[src/rtl/rse_pkg.sv]
// ---------------------------------------------------------------------------
// rse_pkg
// Shared types and constants for the postfix expression evaluator.
// ---------------------------------------------------------------------------
`default_nettype none

package rse_pkg;

	localparam logic [7:0] CH_ZERO  = 8'h30;
	localparam logic [7:0] CH_NINE  = 8'h39;
	localparam logic [7:0] CH_PLUS  = 8'h2B;
	localparam logic [7:0] CH_MINUS = 8'h2D;
	localparam logic [7:0] CH_STAR  = 8'h2A;
	localparam logic [7:0] CH_SLASH = 8'h2F;

	localparam logic [1:0] ERR_NONE      = 2'd0;
	localparam logic [1:0] ERR_UNDERFLOW = 2'd1;
	localparam logic [1:0] ERR_OVERFLOW  = 2'd2;
	localparam logic [1:0] ERR_DIVZERO   = 2'd3;

	localparam int QUEUE_DEPTH = 4;
	localparam int QAW         = $clog2(QUEUE_DEPTH);

	typedef enum logic [2:0] {
		OP_NONE,
		OP_ADD,
		OP_SUB,
		OP_MUL,
		OP_DIV
	} op_t;

	typedef struct packed {
		logic        push_en;
		logic [31:0] push_val;
		op_t         op;
		logic        last;
	} cmd_t;

	typedef struct packed {
		logic full;
		logic empty;
	} q_status_t;

	typedef enum logic [2:0] {
		BS_IDLE,
		BS_PUSH,
		BS_OPRD,
		BS_EXEC,
		BS_MUL,
		BS_DIV,
		BS_DFIX,
		BS_FIN
	} back_state_t;

endpackage

`default_nettype wire

[src/rtl/rse_ram.sv]
// ---------------------------------------------------------------------------
// rse_ram
// Generic single write port, single read port RAM with registered read.
// ---------------------------------------------------------------------------
`default_nettype none

module rse_ram #(
	parameter int WIDTH = 32,
	parameter int DEPTH = 64
) (
	input  wire logic                     clk,
	input  wire logic                     we,
	input  wire logic [$clog2(DEPTH)-1:0] waddr,
	input  wire logic [WIDTH-1:0]         wdata,
	input  wire logic [$clog2(DEPTH)-1:0] raddr,
	output logic      [WIDTH-1:0]         rdata
);

	logic [WIDTH-1:0] mem_q [DEPTH];

	always_ff @(posedge clk) begin
		if (we) begin
			mem_q[waddr] <= wdata;
		end
		rdata <= mem_q[raddr];
	end

endmodule

`default_nettype wire

[src/rtl/rse_front.sv]
// ---------------------------------------------------------------------------
// rse_front
// Accepts characters, builds decimal numbers and issues stack commands.
// ---------------------------------------------------------------------------
`default_nettype none

module rse_front (
	input  wire logic             clk,
	input  wire logic             arst_n,
	input  wire logic             in_valid,
	output logic                  in_stall,
	input  wire logic [7:0]       char_code,
	input  wire logic             end_of_expression,
	input  wire rse_pkg::q_status_t q_stat,
	output logic                  q_wr,
	output rse_pkg::cmd_t         q_wdata
);

	import rse_pkg::*;

	logic [31:0] acc_q;
	logic        in_num_q;
	logic        is_digit;
	logic [7:0]  dig_full;
	logic [31:0] acc_next;
	logic        accept;

	assign is_digit = char_code inside {[CH_ZERO:CH_NINE]};
	assign dig_full = char_code - CH_ZERO;
	assign acc_next = (acc_q << 3) + (acc_q << 1) + {28'd0, dig_full[3:0]};
	assign in_stall = q_stat.full;
	assign accept   = in_valid && !q_stat.full;

	always_comb begin
		q_wdata.push_en  = is_digit ? end_of_expression : in_num_q;
		q_wdata.push_val = is_digit ? acc_next : acc_q;
		q_wdata.last     = end_of_expression;
		case (char_code)
			CH_PLUS:  q_wdata.op = OP_ADD;
			CH_MINUS: q_wdata.op = OP_SUB;
			CH_STAR:  q_wdata.op = OP_MUL;
			CH_SLASH: q_wdata.op = OP_DIV;
			default:  q_wdata.op = OP_NONE;
		endcase
		q_wr = accept && (q_wdata.push_en || (q_wdata.op != OP_NONE) || end_of_expression);
	end

	always_ff @(posedge clk or negedge arst_n) begin
		if (!arst_n) begin
			acc_q    <= '0;
			in_num_q <= 1'b0;
		end else if (accept) begin
			if (is_digit && !end_of_expression) begin
				acc_q    <= acc_next;
				in_num_q <= 1'b1;
			end else begin
				acc_q    <= '0;
				in_num_q <= 1'b0;
			end
		end
	end

endmodule

`default_nettype wire

[src/rtl/rse_queue.sv]
// ---------------------------------------------------------------------------
// rse_queue
// Small command queue between the front and the stack engine.
// ---------------------------------------------------------------------------
`default_nettype none

module rse_queue (
	input  wire logic                 clk,
	input  wire logic                 arst_n,
	input  wire logic                 wr,
	input  wire rse_pkg::cmd_t        wdata,
	input  wire logic                 rd,
	output rse_pkg::cmd_t             rdata,
	output rse_pkg::q_status_t        stat
);

	import rse_pkg::*;

	cmd_t           mem_q [QUEUE_DEPTH];
	logic [QAW-1:0] wr_ptr_q;
	logic [QAW-1:0] rd_ptr_q;
	logic [QAW:0]   cnt_q;

	assign rdata      = mem_q[rd_ptr_q];
	assign stat.full  = (cnt_q == (QAW+1)'(QUEUE_DEPTH));
	assign stat.empty = (cnt_q == '0);

	always_ff @(posedge clk) begin
		if (wr) begin
			mem_q[wr_ptr_q] <= wdata;
		end
	end

	always_ff @(posedge clk or negedge arst_n) begin
		if (!arst_n) begin
			wr_ptr_q <= '0;
			rd_ptr_q <= '0;
			cnt_q    <= '0;
		end else begin
			if (wr) begin
				wr_ptr_q <= wr_ptr_q + QAW'(1);
			end
			if (rd) begin
				rd_ptr_q <= rd_ptr_q + QAW'(1);
			end
			case ({wr, rd})
				2'b10:   cnt_q <= cnt_q + (QAW+1)'(1);
				2'b01:   cnt_q <= cnt_q - (QAW+1)'(1);
				default: cnt_q <= cnt_q;
			endcase
		end
	end

endmodule

`default_nettype wire

[src/rtl/rse_back.sv]
// ---------------------------------------------------------------------------
// rse_back
// Stack engine: push, arithmetic with an iterative divider, final result.
// ---------------------------------------------------------------------------
`default_nettype none

module rse_back #(
	parameter int STACK_DEPTH = 64
) (
	input  wire logic                  clk,
	input  wire logic                  arst_n,
	input  wire rse_pkg::q_status_t    q_stat,
	input  wire rse_pkg::cmd_t         q_rdata,
	output logic                       q_rd,
	output logic                       out_valid,
	input  wire logic                  out_stall,
	output logic signed [31:0]         value,
	output logic        [1:0]          status
);

	import rse_pkg::*;

	localparam int CW = $clog2(STACK_DEPTH + 1);
	localparam int AW = $clog2(STACK_DEPTH);

	back_state_t state_q, state_d;
	cmd_t        cmd_q;
	logic [CW-1:0] cnt_q;
	logic [CW-1:0] cnt_m1;
	logic [CW-1:0] cnt_m2;
	logic [1:0]  err_q;
	logic [31:0] top_q;
	logic [31:0] prod_q;
	logic [31:0] rem_q;
	logic [31:0] quo_q;
	logic [31:0] dvs_q;
	logic        neg_q;
	logic [4:0]  it_q;
	logic        out_valid_q;
	logic [31:0] value_q;
	logic [1:0]  status_q;

	logic        ram_we;
	logic [31:0] second;
	logic        push_ok;
	logic        out_free;
	logic [32:0] shifted;
	logic        fits;
	logic [31:0] mag_a;
	logic [31:0] mag_b;

	assign cnt_m1   = cnt_q - CW'(1);
	assign cnt_m2   = cnt_q - CW'(2);
	assign push_ok  = cnt_q < CW'(STACK_DEPTH);
	assign out_free = !out_valid_q || !out_stall;
	assign ram_we   = (state_q == BS_PUSH) && cmd_q.push_en && (err_q == ERR_NONE)
		&& push_ok && (cnt_q != '0);
	assign shifted  = {rem_q, quo_q[31]};
	assign fits     = shifted >= {1'b0, dvs_q};
	assign mag_a    = second[31] ? (32'd0 - second) : second;
	assign mag_b    = top_q[31] ? (32'd0 - top_q) : top_q;

	assign out_valid = out_valid_q;
	assign value     = value_q;
	assign status    = status_q;

	rse_ram #(
		.WIDTH (32),
		.DEPTH (STACK_DEPTH)
	) u_stack (
		.clk   (clk),
		.we    (ram_we),
		.waddr (cnt_m1[AW-1:0]),
		.wdata (top_q),
		.raddr (cnt_m2[AW-1:0]),
		.rdata (second)
	);

	always_comb begin
		state_d = state_q;
		q_rd    = 1'b0;
		case (state_q)
			BS_IDLE: begin
				if (!q_stat.empty) begin
					q_rd    = 1'b1;
					state_d = BS_PUSH;
				end
			end
			BS_PUSH: begin
				state_d = (cmd_q.op != OP_NONE) ? BS_OPRD : BS_FIN;
			end
			BS_OPRD: begin
				state_d = ((err_q != ERR_NONE) || (cnt_q < CW'(2))) ? BS_FIN : BS_EXEC;
			end
			BS_EXEC: begin
				case (cmd_q.op)
					OP_MUL:  state_d = BS_MUL;
					OP_DIV:  state_d = (top_q == '0) ? BS_FIN : BS_DIV;
					default: state_d = BS_FIN;
				endcase
			end
			BS_MUL: begin
				state_d = BS_FIN;
			end
			BS_DIV: begin
				if (it_q == '0) begin
					state_d = BS_DFIX;
				end
			end
			BS_DFIX: begin
				state_d = BS_FIN;
			end
			BS_FIN: begin
				if (!cmd_q.last || out_free) begin
					state_d = BS_IDLE;
				end
			end
			default: state_d = BS_IDLE;
		endcase
	end

	// control state
	always_ff @(posedge clk or negedge arst_n) begin
		if (!arst_n) begin
			state_q     <= BS_IDLE;
			cnt_q       <= '0;
			err_q       <= ERR_NONE;
			out_valid_q <= 1'b0;
		end else begin
			state_q <= state_d;
			if ((state_q == BS_FIN) && cmd_q.last && out_free) begin
				out_valid_q <= 1'b1;
			end else if (out_valid_q && !out_stall) begin
				out_valid_q <= 1'b0;
			end
			case (state_q)
				BS_PUSH: begin
					if (cmd_q.push_en && (err_q == ERR_NONE)) begin
						if (push_ok) begin
							cnt_q <= cnt_q + CW'(1);
						end else begin
							err_q <= ERR_OVERFLOW;
						end
					end
				end
				BS_OPRD: begin
					if ((err_q == ERR_NONE) && (cnt_q < CW'(2))) begin
						err_q <= ERR_UNDERFLOW;
					end
				end
				BS_EXEC: begin
					if ((cmd_q.op == OP_ADD) || (cmd_q.op == OP_SUB)) begin
						cnt_q <= cnt_m1;
					end else if ((cmd_q.op == OP_DIV) && (top_q == '0)) begin
						err_q <= ERR_DIVZERO;
					end
				end
				BS_MUL, BS_DFIX: begin
					cnt_q <= cnt_m1;
				end
				BS_FIN: begin
					if (cmd_q.last && out_free) begin
						cnt_q <= '0;
						err_q <= ERR_NONE;
					end
				end
				default: begin
				end
			endcase
		end
	end

	// datapath
	always_ff @(posedge clk) begin
		case (state_q)
			BS_IDLE: begin
				if (!q_stat.empty) begin
					cmd_q <= q_rdata;
				end
			end
			BS_PUSH: begin
				if (cmd_q.push_en && (err_q == ERR_NONE) && push_ok) begin
					top_q <= cmd_q.push_val;
				end
			end
			BS_EXEC: begin
				case (cmd_q.op)
					OP_ADD: top_q  <= second + top_q;
					OP_SUB: top_q  <= second - top_q;
					OP_MUL: prod_q <= second * top_q;
					OP_DIV: begin
						rem_q <= '0;
						quo_q <= mag_a;
						dvs_q <= mag_b;
						neg_q <= second[31] ^ top_q[31];
						it_q  <= 5'd31;
					end
					default: begin
					end
				endcase
			end
			BS_MUL: begin
				top_q <= prod_q;
			end
			BS_DIV: begin
				if (fits) begin
					rem_q <= shifted[31:0] - dvs_q;
				end else begin
					rem_q <= shifted[31:0];
				end
				quo_q <= {quo_q[30:0], fits};
				it_q  <= it_q - 5'd1;
			end
			BS_DFIX: begin
				top_q <= neg_q ? (32'd0 - quo_q) : quo_q;
			end
			BS_FIN: begin
				if (cmd_q.last && out_free) begin
					if (err_q != ERR_NONE) begin
						status_q <= err_q;
						value_q  <= '0;
					end else if (cnt_q == '0) begin
						status_q <= ERR_UNDERFLOW;
						value_q  <= '0;
					end else begin
						status_q <= ERR_NONE;
						value_q  <= top_q;
					end
				end
			end
			default: begin
			end
		endcase
	end

endmodule

`default_nettype wire

[src/rtl/rpn_stack_evaluator_top.sv]
// ---------------------------------------------------------------------------
// rpn_stack_evaluator_top
// Postfix expression evaluator: character front end, command queue, stack
// engine with an iterative 32-bit divider.
// ---------------------------------------------------------------------------
// digits that do not end an expression only build a number in the front end
// pushes, operators and ends of expression go as commands to the stack engine
// (the radix-2 divider runs 32 iterations); the engine takes one at a time
// the result is presented once the last request is done and the output is free
// reset clears all control state; stack entries are undefined until pushed
// ---------------------------------------------------------------------------
`default_nettype none

module rpn_stack_evaluator_top #(
	parameter int STACK_DEPTH = 64
) (
	input  wire logic               clk,
	input  wire logic               arst_n,
	input  wire logic               in_valid,
	output logic                    in_stall,
	input  wire logic [7:0]         char_code,
	input  wire logic               end_of_expression,
	output logic                    out_valid,
	input  wire logic               out_stall,
	output logic signed [31:0]      value,
	output logic        [1:0]       status
);

	import rse_pkg::*;

	q_status_t q_stat;
	logic      q_wr;
	logic      q_rd;
	cmd_t      q_wdata;
	cmd_t      q_rdata;

	rse_front u_front (
		.clk               (clk),
		.arst_n            (arst_n),
		.in_valid          (in_valid),
		.in_stall          (in_stall),
		.char_code         (char_code),
		.end_of_expression (end_of_expression),
		.q_stat            (q_stat),
		.q_wr              (q_wr),
		.q_wdata           (q_wdata)
	);

	rse_queue u_queue (
		.clk    (clk),
		.arst_n (arst_n),
		.wr     (q_wr),
		.wdata  (q_wdata),
		.rd     (q_rd),
		.rdata  (q_rdata),
		.stat   (q_stat)
	);

	rse_back #(
		.STACK_DEPTH (STACK_DEPTH)
	) u_back (
		.clk       (clk),
		.arst_n    (arst_n),
		.q_stat    (q_stat),
		.q_rdata   (q_rdata),
		.q_rd      (q_rd),
		.out_valid (out_valid),
		.out_stall (out_stall),
		.value     (value),
		.status    (status)
	);

	a_err_value_zero: assert property (@(posedge clk) disable iff (!arst_n)
		out_valid && (status != ERR_NONE) |-> (value == 32'sd0))
		else $error("error result carries a nonzero value");

	a_no_queue_overrun: assert property (@(posedge clk) disable iff (!arst_n)
		q_wr |-> !q_stat.full)
		else $error("command written into a full queue");

	a_no_queue_underrun: assert property (@(posedge clk) disable iff (!arst_n)
		q_rd |-> !q_stat.empty)
		else $error("command read from an empty queue");

endmodule

`default_nettype wire

[config.mk]
export PLATFORM = sky130hd
export DESIGN_NAME = rpn_stack_evaluator_top
export DESIGN_NICKNAME = d
export VERILOG_FILES = /design/src/rtl/rse_pkg.sv /design/src/rtl/rse_ram.sv /design/src/rtl/rse_front.sv /design/src/rtl/rse_queue.sv /design/src/rtl/rse_back.sv /design/src/rtl/rpn_stack_evaluator_top.sv
export SDC_FILE = /design/constraint.sdc
export NUM_CORES = 2
export LEC_CHECK = 0
export ABC_CLOCK_PERIOD_IN_PS = 15850
export CELL_PAD_IN_SITES_DETAIL_PLACEMENT = 2
export CELL_PAD_IN_SITES_GLOBAL_PLACEMENT = 2
export CORE_MARGIN = 1
export CORE_UTILIZATION = 50
export CTS_CLUSTER_SIZE = 30
export DETAILED_ROUTE_END_ITERATION = 7
export DONT_BUFFER_PORTS = 1
export PLACE_DENSITY = 0.82
export SLEW_MARGIN = 20
export SYNTH_ARGS = -nofsm -noshare
export SYNTH_HDL_FRONTEND = slang
export SYNTH_SLANG_ARGS = --single-unit
[constraint.sdc]
create_clock -name clk -period 15.85 [get_ports clk]
set_input_delay 0.7925 -clock clk [delete_from_list [all_inputs] [get_ports clk]]
set_output_delay 0.7925 -clock clk [all_outputs]
set_load 0.005 [all_outputs]
==> results of run 1 <==
-- cells by family after synthesis --
family / count (synthesis)
flip-flops: 2518
multiplexers: 776
buffers and inverters: 845
adder cells (fa/ha/maj): 673
AND/OR/NAND/NOR: 1202
AO/OA/AOI/OAI: 620
XOR/XNOR: 285
-- cells in the mapped netlist (all sizes together), types with 31 or more instances --
cell and number:
fa 413, dfrtp 53, a21oi 121, and3 41, ha 260, a21o 45
clkbuf 294, mux2i 38, nor2 214, mux2 39, edfxtp 2433, nor3 33
buf 73, inv 478, nand2 425, nand3 48, xor2 126, xnor2 159
o21ai 174, mux4 699, a22o 31, and2 285, or3 42, dfxtp 32
o31ai 50
-- metrics by stage --
| stage | hold slack, ps | instance area [um^2] | std cells | setup WS (ps) |
|---|---|---|---|---|
| global placement | 462 | 124000 | 9911 | 7830 |
| floorplan | 447 | 119000 | 6919 | 8080 |
==> run_results.csv, run 1 <==
group,metric,value,unit
outcome,status,"aborted with a tool error",
outcome,stop_stage,"3_5_place_dp",
outcome,tool.error,"[ERROR DPL-0033] detailed placement checks failed during check placement.",
yosys,synthArstFlopShare,0.0210,
yosys,netlist_instances,6919,
yosys,ys_seq_elements,2518,
floorplanning,rows,178,
yosys,muxShareOfSynthArea,0.139,
floorplanning,die_y,489,um
yosys,synth_top_area_frac,0.615,
yosys,synth_edf_count,2433,
yosys,synth_warnings,0,
yosys,syn_nets,7605,
placed_design,dpl.hpwl,320000,um
yosys,synth_xor_area_frac,0.0210,
yosys,synth_cell_types,78,
floorplanning,start_util,0.504,
yosys,synth_compound_area_frac,0.0344,
yosys,synthAdderAreaFrac,0.0970,
floorplanning,die_w,489,um
yosys,synth-simple-area-share,0.0496,
yosys,yosysTopAreaCell,"edfxtp_1",
placed_design,gp_congestion,0.842,
placed_design,numPortBuffers,0,
yosys,synthesis.area,0.119,mm^2
yosys,synth_top_family_by_area,"multiplexers",
yosys,synth_ff_type,"edfxtp_1",
floorplanning,ioPinCount,49,
yosys,avgSynthCellArea,17.2,um^2
yosys,yosysSeqAreaShare,0.632,
yosys,yosys-top-cells-area,"edfxtp_1 62%, mux4_2 13%, fa_1 7.0%, ha_1 2.7%, inv_1 1.5%",
==> inputs of run 2 (changes only) <==
--- a/config.mk
+++ b/config.mk
@@ -6,14 +6,11 @@
 export NUM_CORES = 2
 export LEC_CHECK = 0
 export ABC_CLOCK_PERIOD_IN_PS = 15850
-export CELL_PAD_IN_SITES_DETAIL_PLACEMENT = 2
-export CELL_PAD_IN_SITES_GLOBAL_PLACEMENT = 2
 export CORE_MARGIN = 1
-export CORE_UTILIZATION = 50
-export CTS_CLUSTER_SIZE = 30
+export CORE_UTILIZATION = 35
 export DETAILED_ROUTE_END_ITERATION = 7
 export DONT_BUFFER_PORTS = 1
-export PLACE_DENSITY = 0.82
+export PLACE_DENSITY_LB_ADDON = 0.15
 export SLEW_MARGIN = 20
 export SYNTH_ARGS = -nofsm -noshare
 export SYNTH_HDL_FRONTEND = slang
==> run_results.csv, run 2 <==
group,metric,value,unit
setup_path,r2r-start,"u_back.top_q[2]",
clock_network,cts_max_level,5,
yosys,yosysSeqAreaShare,0.632,
timing,finalSetupTns,0,ps
yosys,netlist_instances,6919,
yosys,synthesis.area,0.119,mm^2
placed_design,placedCellCount,11300,
timing,setup_viol,0,
global_route,grt_max_degree,119,
setup_path,cp-start-kind,"flop",
timing,relSlewSlack,0.232,
placed_design,dpl.hpwl,205000,um
timing,slew_viol_final,0,
clock_network,postCtsSetupBuffers,0,
clock_network,cts-root-buf,"clkbuf_16",
routing,drc_errors,0,
floorplanning,die_area,0.342,mm^2
finish,area_growth,13.3,%
yosys,synth-simple-area-share,0.0496,
floorplanning,start_util,0.352,
yosys,synth_ff_type,"edfxtp_1",
routing,vias,63800,
yosys,synthAdderAreaFrac,0.0970,
finish,largestRegisters,"u_back.u_stack.mem_q: 2048 flops, u_queue.mem_q: 148 flops, u_back.cmd_q: 37 flops",
yosys,synth_xor_area_frac,0.0210,
yosys,yosys-top-cells-area,"edfxtp_1 62%, mux4_2 13%, fa_1 7.0%, ha_1 2.7%, inv_1 1.5%",
global_route,gr-total-overflow,0,
yosys,synth_edf_count,2433,
yosys,synth_cell_types,78,
placed_design,numPortBuffers,0,
finish,nets,7738,
clock_network,cts_sinks,2518,
outcome,status,"completed",
finish,layout_common_cells,"2433 x edfxtp_1, 699 x mux4_2, 477 x inv_1",
setup_path,critPathMostFrequentCell,"fa_1",
finish,fin_cells,11800,
yosys,synth_warnings,0,
setup_path,critical_path_class,"flop to flop",
routing,first_pass_iters,5,
yosys,syn_nets,7605,
yosys,post-synth-top-count-cell,"edfxtp_1",
setup_path,reg2reg_to,"u_back.prod_q[31]",
min_path,hold_path_startpoint,"out_stall",
setup_path,cp_slowest_cell,"edfxtp_1",
routing,drt_iter0_drc,5661,
global_route,grt_pass1_vias,67300,
timing,fin_worst_skew,67.6,ps
placed_design,gp_congestion,0.837,
min_path,hp-class,"primary input to flop",
setup_path,path_cells,"buf_4 -> and2_1 -> fa_1 -> inv_1 -> fa_1 -> fa_1 -> inv_1 -> fa_1 -> ha_1 -> ha_1 -> inv_1 -> fa_1 -> inv_1 -> fa_1 -> ha_1 -> o21ai_0 -> o21ai_0 -> nand3_1 -> o31ai_1 -> a31oi_1 -> o31ai_1 -> a211oi_1 -> a21oi_1 -> xnor2_1",
yosys,synth_compound_area_frac,0.0344,
timing,worst_pin_slew,1150,ps
yosys,muxShareOfSynthArea,0.139,
yosys,synthArstFlopShare,0.0210,
setup_path,arrival,8920,ps
yosys,avgSynthCellArea,17.2,um^2
min_path,hold_path_depth,2,
timing,hold_viol,0,
routing,routedWlPerCell,29.9,um
timing,fmax,120,MHz
global_route,grt_pass1_wl,503000,um
floorplanning,core,0.337,mm^2
clock_network,cts_tree,"built",
timing,rsz0062_at_grt,"false",
setup_path,crit_path_end_kind,"flop",
finish,largest_reg_flops,2048,
yosys,ys_seq_elements,2518,
timing,fin_crit,8330,ps
floorplanning,die_y,585,um
finish,utilization,0.399,
min_path,holdPathEnd,"u_back.out_valid",
setup_path,r2r_cells,24,
floorplanning,rows,213,
yosys,synth_top_area_frac,0.615,
finish,drive_gt1_frac,0.200,
yosys,yosys-top-cells-count,"2433 x edfxtp_1, 699 x mux4_2, 478 x inv_1",
setup_path,r2r_slack,7520,ps
global_route,antenna_found_initial,15,
clock_network,clkLatencyLatePin,910,ps
setup_path,required,16440,ps
yosys,synth_top_family_by_area,"multiplexers",
finish,final_common_cell,"edfxtp_1",
clock_network,tritoncts.num_buffers,290,
routing,drt-total-wl,353000,um
setup_path,cpPeakStageDelay,840,ps
setup_path,cp_max_fo,40,
global_route,grt.total_usage,0.206,
yosys,yosysTopAreaCell,"edfxtp_1",
finish,regMostFlops,"u_back.u_stack.mem_q",
job,maxCapViolations,0,
routing,antenna_left,0,
routing,vias_per_cell,5.40,
floorplanning,ioPinCount,49,
clock_network,clockBufferDepth,4,
floorplanning,die_w,585,um
timing,fin_crit_sh,0.526,
clock_network,clkTransAtPathRegs,60,ps
-- run 2: cell type report --
cell class	count	area [um^2]
fillers	30600	203000
flip-flops and latches	2518	75000
multi-input cells	3556	41200
clock buffers	362	7740
well taps	4515	5650
inverters	478	1790
repair buffers	208	1680
clock inverters	157	1460
diodes	15	37.5
-- run 2: kinds of logic after synthesis --
logic type,Yosys count
DFF,2518
xor gates and xnor gates,285
adders and majority gates,673
AOI/OAI and AO/OA,620
buffers and inverters,845
and+or+nand+nor,1202
muxes,776
-- run 2: what timing repair did --
| item | in CTS | in global routing |
|---|---|---|
| endpoints found under the setup margin | 0 | 0 |
| resized for setup | 0 | 0 |
| hold buffers | 4 | 0 |
| endpoints found under the hold margin | 58 | 0 |
-- run 2: per-stage QoR --
stage / setup WS (ps) / area [um^2] / hold slack [ps]
2_1_floorplan: 8080 / 119000 / 447
3_3_place_gp: 7680 / 125000 / 466
3_5_place_dp: 7600 / 125000 / 477
4_1_cts: 7550 / 134000 / 54.2
5_1_grt: 7150 / 135000 / 89.4
6_report: 7520 / 135000 / 123
-- run 2: how the worst max path moves through the flow --
stage	slack (ps)	from	end
3_3_place_gp	7680	u_back.top_q[2]	u_back.prod_q[31]
2_1_floorplan	8080	u_back.top_q[7]	u_back.prod_q[30]
6_report	7520	u_back.top_q[2]	u_back.prod_q[31]
4_1_cts	7550	u_back.top_q[2]	u_back.prod_q[31]
3_5_place_dp	7600	u_back.top_q[6]	u_back.prod_q[30]
5_1_grt	7150	u_back.top_q[2]	u_back.prod_q[31]
-- run 2: routing by layer --
layer	up-vias	wire [um]	global-route usage	part of all wire
li1	26700	-	-	-
met1	34700	152000	0.285	0.43
met2	1889	172000	0.345	0.49
met3	458	19100	0.0249	0.054
met4	0	9400	0.0546	0.027
met5	-	0	0	0
-- run 2: critical path: cells and delay by family, from the launching register on --
kind / cells / cell delay, ps
compound gates: 7 / 2150
buf+inv: 5 / 810
flops: 1 / 840
xor+xnor: 1 / 80
fa+ha+maj: 9 / 3670
simple gates: 2 / 420
Power of run 2 is left out: the tool's default activity adds up to more than one toggle a clock period on the data nets, which glitch-free logic cannot reach.
